===== src/hw/rtl/hbm_pkg.sv =====
package hbm_pkg;

  localparam int SW = 16;
  localparam int PW = 17;
  localparam int DW = 17;
  localparam int BW = 5;
  localparam int KW = SW + BW;
  localparam logic [DW-1:0] DIST_INF = '1;

  localparam logic CMD_SOLVE = 1'b0;
  localparam logic CMD_QUERY = 1'b1;

  typedef enum logic [4:0] {
    S_IDLE, S_QRD, S_QOUT, S_CLR,
    S_BI_RD, S_BI_WR, S_BQ, S_BQ_U, S_BQ_D, S_BN, S_BN_P, S_BN_D,
    S_DO_RD, S_DO_CK, S_D_DU, S_D_TOP, S_D_POP, S_D_PV, S_D_MD,
    S_AUG1, S_AUG2, S_AUG_LD, S_CN_RD, S_CN_CK, S_DONE
  } st_t;

  typedef struct packed {
    st_t  op;
    logic accept;
  } ctrl_cmd_t;

  typedef struct packed {
    logic out_busy;
    logic clr_end;
    logic s_end;
    logic s_ev;
    logic q_more;
    logic found;
    logic b_end;
    logic v_bad;
    logic p_match;
    logic mu_inf;
    logic mu_next;
    logic sp_last;
    logic sp_zero;
    logic k_last;
  } stat_t;

  function automatic logic [4:0] popcnt(input logic [SW-1:0] x);
    logic [4:0] c;
    c = '0;
    for (int i = 0; i < SW; i++) c = c + 5'(x[i]);
    return c;
  endfunction

endpackage


===== src/hw/rtl/hbm_ctrl.sv =====
module hbm_ctrl (
  input  logic              clk,
  input  logic              rst,
  input  logic              in_valid,
  input  logic              in_cmd,
  output logic              in_stall,
  input  hbm_pkg::stat_t    st,
  output hbm_pkg::ctrl_cmd_t cmd
);
  import hbm_pkg::*;

  st_t state, state_next;
  logic acc;

  always_ff @(posedge clk) begin
    if (rst) state <= S_IDLE;
    else state <= state_next;
  end

  always_comb begin
    in_stall = state != S_IDLE;
    acc = in_valid && !in_stall;
    cmd.op = state;
    cmd.accept = acc;
    state_next = state;
    case (state)
      S_IDLE:   if (acc) state_next = (in_cmd == CMD_QUERY) ? S_QRD : S_CLR;
      S_QRD:    state_next = S_QOUT;
      S_QOUT:   if (!st.out_busy) state_next = S_IDLE;
      S_CLR:    if (st.clr_end) state_next = S_BI_RD;
      S_BI_RD:  if (st.s_end) state_next = S_BQ;
                else if (st.s_ev) state_next = S_BI_WR;
      S_BI_WR:  state_next = S_BI_RD;
      S_BQ:     if (st.q_more) state_next = S_BQ_U;
                else state_next = st.found ? S_DO_RD : S_CN_RD;
      S_BQ_U:   state_next = S_BQ_D;
      S_BQ_D:   state_next = S_BN;
      S_BN:     if (st.b_end) state_next = S_BQ;
                else if (!st.v_bad) state_next = S_BN_P;
      S_BN_P:   state_next = st.p_match ? S_BN_D : S_BN;
      S_BN_D:   state_next = S_BN;
      S_DO_RD:  if (st.s_end) state_next = S_BI_RD;
                else if (st.s_ev) state_next = S_DO_CK;
      S_DO_CK:  state_next = st.p_match ? S_DO_RD : S_D_DU;
      S_D_DU:   state_next = S_D_TOP;
      S_D_TOP:  if (st.b_end) state_next = st.sp_last ? S_DO_RD : S_D_POP;
                else if (!st.v_bad) state_next = S_D_PV;
      S_D_POP:  state_next = S_D_DU;
      S_D_PV:   state_next = st.p_match ? S_D_MD : S_AUG1;
      S_D_MD:   state_next = S_D_TOP;
      S_AUG1:   state_next = S_AUG2;
      S_AUG2:   state_next = st.k_last ? S_DO_RD : S_AUG_LD;
      S_AUG_LD: state_next = S_AUG1;
      S_CN_RD:  if (st.s_end) state_next = S_DONE;
                else if (st.s_ev) state_next = S_CN_CK;
      S_CN_CK:  state_next = S_CN_RD;
      S_DONE:   if (!st.out_busy) state_next = S_IDLE;
      default:  state_next = S_IDLE;
    endcase
  end

  a_hold_result: assert property (@(posedge clk) disable iff (rst)
    ((state == S_QOUT || state == S_DONE) && st.out_busy) |=> state == $past(state))
    else $error("result loaded over a pending result");
  a_query_path: assert property (@(posedge clk) disable iff (rst)
    (acc && in_cmd == CMD_QUERY) |=> state == S_QRD ##1 state == S_QOUT)
    else $error("query did not take the read path");
  a_stack_nonempty: assert property (@(posedge clk) disable iff (rst)
    (state == S_D_TOP) |-> !st.sp_zero)
    else $error("stack top examined with empty stack");
endmodule


===== config.mk =====
export PLATFORM = sky130hd
export DESIGN_NAME = hbm_ctrl
export DESIGN_NICKNAME = d
export VERILOG_FILES = /design/src/hw/rtl/hbm_pkg.sv /design/src/hw/rtl/hbm_ctrl.sv
export SDC_FILE = /design/constraint.sdc
export NUM_CORES = 1
export LEC_CHECK = 0
export ABC_AREA = 1
export ABC_CLOCK_PERIOD_IN_PS = 3100
export BUFFER_PORTS_ARGS = -buffer_cell sky130_fd_sc_hd__buf_4
export CORE_MARGIN = 3
export CORE_UTILIZATION = 56
export CTS_CLUSTER_DIAMETER = 120
export DETAILED_ROUTE_END_ITERATION = 6
export PLACE_DENSITY = 0.85
export SYNTH_ARGS = -nofsm -noshare
export SYNTH_HDL_FRONTEND = slang
export SYNTH_SLANG_ARGS = --single-unit
export TNS_END_PERCENT = 10

===== constraint.sdc =====
create_clock -name clk -period 3.1 [get_ports clk]
set_input_delay 0.465 -clock clk [delete_from_list [all_inputs] [get_ports clk]]
set_output_delay 0.465 -clock clk [all_outputs]
set_load 0.02 [all_outputs]

==> key figures, run 1 <==
Pwr
  • P_leak: 0.5872 nW
  • Pwr dens: 553.1 mW/mm^2
  • Peak VDD IR: 498.2 uV

STA
  • Hold Slack: 0.4135 ns
  • Max frequency: 0.4708 GHz
  • Slew margin rel.: 60.58%
  • Actual slew at the worst max-slew pin: 0.5905 ns
  • Final Critical Period: 2.124 ns
  • Setup violations, final: 0
  • Unrepaired setup endpoints after global routing: false
  • Final Max Tran Viols: 0
  • Period utilization: 68.52%
  • Worst clock skew: 0.001103 ns
  • Fin Setup TNS: 0 ns
  • Final Hold Fails: 0

Synthesis
  • Simple-gate share of the synthesized area: 68.86%
  • Compound-gate portion of the synthesized area: 4.938%
  • Post-synthesis xor/xnor area fraction: 0%
  • Syn avg cell area: 5.242 um^2
  • Seq/Total Area, Yosys: 10.97%
  • Post-Syn Instances: 174
  • Largest family of logic cells by synthesized area: simple AND/OR/NAND/NOR gates
  • Post-synthesis cell area: 912.1 um^2
  • #FFs+latches synth: 5
  • Synth Net Count: 192
  • Mux cell area share after synthesis: 0%
  • Post-Synth Adder-Cell Area: 0%
  • YS warnings: 0
  • Synth cell types: 18

Clocking
  • Clock transition at path regs: 0.04 ns
  • CTS Buffer Depth: 2
  • H-Tree Level Count: 1
  • Post-CTS Setup Repair Bufs: 0
  • CTS sink cnt: 5
  • Root Buffer Master: clkbuf_4
  • Clk Latency, worst-skew pair: 0.24 ns
  • Post-CTS Resized: 0
  • Hold Buf Count CTS: 0
  • Num CTS Buffers: 3
  • CTS tree: done

Job
  • Max-capacitance violation count: 0

Setup path
  • Type of origin of the critical path: register
  • CP arrival: 1.66 ns
  • Critical Path RT: 2.63 ns
  • CP Max Fanout: 15
  • Crit Path Class: reg2out
  • Element type at the critical path end: output pin

Drt
  • WL per Instance: 12.85 um
  • WL final: 2.686 mm
  • TritonRoute pass-1 iters: 4
  • Via-to-Cell Ratio: 5.550
  • # DRC: 0
  • Via count: 1160
  • Detailed Route Iter0 Violations: 63
  • Detail Route Antenna Nets: 0

Placement
  • Placed instance count: 205
  • Area after DPL: 0.001040 mm^2
  • IO Port Bufs: 21
  • Placer Congestion: 0.9382
  • Hpwl dp: 2.151 mm

Cells and area
  • Max reg flops: 5
  • Area Overhead vs Synth: 16.87%
  • # diodes: 0
  • Largest Register: state
  • Share of layout cells above drive strength 1: 22.68%
  • Design area: 0.001066 mm^2
  • Fin cells: 209
  • Core Util, Final: 75.33%
  • Biggest registers after layout: state x5
  • Final nets: 213

Floorplan
  • Total die area: 0.002149 mm^2
  • Ports: 25
  • Die height: 46.36 um
  • Initial Utilization: 64.46%
  • # rows: 13
  • Core box area: 0.001415 mm^2
  • Die width: 46.36 um

Global routing
  • Initial antenna violation count: 0
  • Grt ovf: 0
  • Vias in the first global route: 1033
  • Largest net degree at the start of global routing: 16
  • Tot GR Track Use: 27.75%
  • First-pass GRT wire length: 4.305 mm

Hold path
  • Min-delay worst type: in2reg

Run status
  • Status: completed
==> path summary, 6_finish.rpt <==
check                               from       end  slack (ns)  depth (start not counted)
worst max-delay path            state[4]    cmd[0]        0.98                          4
worst min-delay path                 rst  state[0]        0.41                          2
worst max register to register  state[4]  state[2]        1.23                          8
worst min register to register  state[3]  state[3]        0.61                          2
==> cell usage after synthesis <==
| library cell | count | area share, % |
|---|---|---|
| nand2_2 | 2 | 1.4 |
| dfxtp_1 | 5 | 11 |
| nand3_2 | 6 | 6.6 |
| nor3_1 | 2 | 1.1 |
| a21oi_1 | 6 | 3.3 |
| nor2_2 | 6 | 4.1 |
| nor2_4 | 4 | 4.9 |
| nand4_1 | 5 | 3.4 |
| nor2_1 | 27 | 11 |
| buf_4 | 2 | 1.6 |
| buf_6 | 3 | 3.7 |
| nand3_1 | 24 | 13 |
| o21ai_1 | 1 | 0.55 |
| nand2_1 | 54 | 22 |
| inv_1 | 22 | 9.1 |
| inv_2 | 2 | 0.82 |
| nand3b_1 | 1 | 0.82 |
| o21ai_0 | 2 | 1.1 |
==> placed cells by master (no fill, tap or decap) <==
master and n:
dfxtp_1 5, nand4_1 5, nor2_4 4, nor2_1 27, o21ai_0 2, nand2_1 54, nand3b_1 1, clkbuf_1 1
inv_1 22, nand3_1 24, nor3_1 2, clkbuf_4 3, nor2_2 6, inv_2 2, nand2_2 2, nand3_2 6
buf_4 21, a21oi_1 6, o21ai_1 1
==> final cells by class <==
class                           instances  area (um^2)
Multi-Input combinational cell        140        673.1
Clock buffer                            4        26.28
Sequential cell                         5        100.1
Inverter                               24        90.09
Timing Repair Buffer                   21        157.7
Fill cell                             131        349.1
Tap cell                               15        18.77
==> cells by family after synthesis <==
| family | after synthesis |
|---|---|
| compound gates | 9 |
| buf+inv | 29 |
| flops | 5 |
| simple gates | 131 |
==> where the power goes <==
group | internal (mW) | leakage [nW] | switching [mW]
Sequential | 0.0784 | 0.0408 | 0.0411
Clock | 0.0487 | 0.0150 | 0.0277
Combinational | 0.129 | 0.531 | 0.264
==> routing by layer <==
layer  global-route usage (%)  up-vias  share of wire (%)
met5                        0        -                  0
met4                    3.409        0                1.0
met3                    5.859        6                 11
met2                    48.63       64                 47
met1                    35.25      499                 41
li1                         -      591                  -
==> worst max-delay path: stages, from the launching register on <==
cell     delay [ns]
dfxtp_1        0.69
inv_1          0.30
nand3_1        0.22
nor2_1         0.06
buf_4          0.15
==> metrics by stage <==
stage               power [mW]  setup slack [ns]
CTS                     0.5859             1.002
global placement        0.4988             1.277
floorplan               0.4098             1.296
global route            0.6385            0.8852
detailed placement      0.5061             1.274
finish                  0.5896            0.9757
Note: power is estimated with default switching activity, not from simulation.
==> run 2, diff against run 1 <==
--- a/config.mk
+++ b/config.mk
@@ -6,13 +6,13 @@
 export NUM_CORES = 1
 export LEC_CHECK = 0
 export ABC_AREA = 1
-export ABC_CLOCK_PERIOD_IN_PS = 3100
+export ABC_CLOCK_PERIOD_IN_PS = 1800
 export BUFFER_PORTS_ARGS = -buffer_cell sky130_fd_sc_hd__buf_4
 export CORE_MARGIN = 3
-export CORE_UTILIZATION = 56
+export CORE_UTILIZATION = 47
 export CTS_CLUSTER_DIAMETER = 120
 export DETAILED_ROUTE_END_ITERATION = 6
-export PLACE_DENSITY = 0.85
+export PLACE_DENSITY = 0.76
 export SYNTH_ARGS = -nofsm -noshare
 export SYNTH_HDL_FRONTEND = slang
 export SYNTH_SLANG_ARGS = --single-unit
==> constraint.sdc (replaced) <==
create_clock -name clk -period 1.8 [get_ports clk]
set_input_delay 0.27 -clock clk [delete_from_list [all_inputs] [get_ports clk]]
set_output_delay 0.27 -clock clk [all_outputs]
set_load 0.02 [all_outputs]
==> run 2 against run 1 <==
First-iteration DRC count shrank 44%. Sequential share of layout area about the same. Highest routed layer unchanged. Register-to-register slack got worse by 1.1 ns. Clock-buffer cell count is the same. Die area grew 17%. Non-clock buffer count increased by 1. Clock power rose by 73%. Combinational power rose by 67%.
==> key figures, run 2 (synthesis results as in run 1) <==
Cells and area
  • Max reg flops: 5
  • Most frequent cells in the layout: 54 x nand2_1, 27 x nor2_1, 24 x nand3_1
  • Biggest registers after layout: state x5
  • Largest Register: state
  • Share of layout cells above drive strength 1: 24.10%
  • Final nets: 214
  • Fin cells: 220
  • # diodes: 0
  • # fillers: 189
  • Most common cell after layout, fill and taps aside: nand2_1
  • Core Util, Final: 61.33%
  • Area Overhead vs Synth: 19.89%
  • Design area: 0.001094 mm^2

Floorplan
  • # rows: 15
  • Total die area: 0.002506 mm^2
  • Initial Utilization: 51.16%
  • Ports: 25
  • Die width: 50.06 um
  • Core box area: 0.001783 mm^2
  • Die height: 50.06 um

STA
  • Actual slew at the worst max-slew pin: 0.3933 ns
  • Hold Slack: 0.2218 ns
  • Max frequency: 0.6110 GHz
  • Period utilization: 90.93%
  • Final Critical Period: 1.637 ns
  • Final Hold Fails: 0
  • Worst Setup Slack, final: 0.1632 ns
  • Fin Setup TNS: 0 ns
  • Worst clock skew: 0.0003188 ns
  • Slew margin rel.: 73.68%
  • Final Max Tran Viols: 0
  • Unrepaired setup endpoints after global routing: false
  • Setup violations, final: 0

Setup path
  • Buf/Inv on CP: 1
  • Critical-path cell list: inv_1 > nor2_2 > nand3_2 > o21ai_0 > nor2_1 > nand2_1 > nand2_1 > a21oi_1
  • CP peak stage delay: 0.55 ns
  • CP max stage cell: dfxtp_1
  • CP arrival: 1.81 ns
  • Crit Path Class: reg2reg
  • CP Max Fanout: 8
  • Type of origin of the critical path: register
  • Critical Path RT: 1.97 ns
  • Crit-path leading delay family: simple AND/OR/NAND/NOR gates
  • Element type at the critical path end: register
  • Crit-path most repeated cell: nand2_1

Clocking
  • Clock transition at path regs: 0.04 ns
  • CTS Buffer Depth: 2
  • H-Tree Level Count: 1
  • CTS tree: done
  • CTS sink cnt: 5
  • Clk Latency, worst-skew pair: 0.24 ns
  • Num CTS Buffers: 3
  • Root Buffer Master: clkbuf_4

Global routing
  • Vias in the first global route: 1001
  • Initial antenna violation count: 0
  • Grt ovf: 0
  • First-pass GRT wire length: 4.236 mm
  • Largest net degree at the start of global routing: 12
  • Tot GR Track Use: 21.31%

Placement
  • Placed instance count: 216
  • IO Port Bufs: 21
  • Placer Congestion: 0.9463
  • Dpl ws: 0.1779 ns
  • Area after DPL: 0.001060 mm^2
  • Hpwl dp: 2.015 mm

Drt
  • Detailed Route Iter0 Violations: 35
  • # DRC: 0
  • TritonRoute pass-1 iters: 4
  • WL per Instance: 11.65 um
  • Detail Route Antenna Nets: 0
  • Via-to-Cell Ratio: 5.291
  • WL final: 2.563 mm
  • Via count: 1164

Run status
  • Status: completed

Hold path
  • Min-delay worst type: in2reg

Pwr
  • Peak VDD IR: 685.3 uV
  • Pwr dens: 917.9 mW/mm^2
  • Pwr Total: 1.004 mW
  • P_leak: 0.5958 nW

Job
  • Max-capacitance violation count: 0
[run 2: path summary, 6_finish.rpt]
check | start | to | slack, ns | cells after the start
worst max-delay path | state[0] | state[2] | 0.16 | 8
worst min-delay path | rst | state[2] | 0.22 | 2
worst max register to register | state[0] | state[2] | 0.16 | 8
worst min register to register | state[1] | state[1] | 0.56 | 2
[run 2: repair_timing]
action / CTS / global route
resized for setup: 0 / 3
buffers inserted: 0 / 0
endpoints found under the setup margin: 0 / 6
hold buffers: 0 / 0
[run 2: power breakdown]
part	internal [mW]	switching, mW
clock	0.0839	0.0476
sequential	0.139	0.0755
combinational	0.226	0.432
total	0.448	0.556
[run 2: routing by layer]
metal / track usage, % / vias to the layer above / share of wire, %
met5: 0 / - / 0
met4: 4.147 / 0 / 1.3
met3: 4.532 / 4 / 7.8
met2: 34.13 / 53 / 48
met1: 29.01 / 517 / 43
li1: - / 590 / -
[run 2: layout make-up]
class                           count  area, um^2  share of cell area [%]
Multi-Input combinational cell    140       678.2                   62.01
Inverter                           24       90.09                   8.238
Clock buffer                        4       26.28                   2.403
Timing Repair Buffer               22       165.2                   15.10
Tap cell                           25       31.28                   2.860
Sequential cell                     5       102.6                   9.382
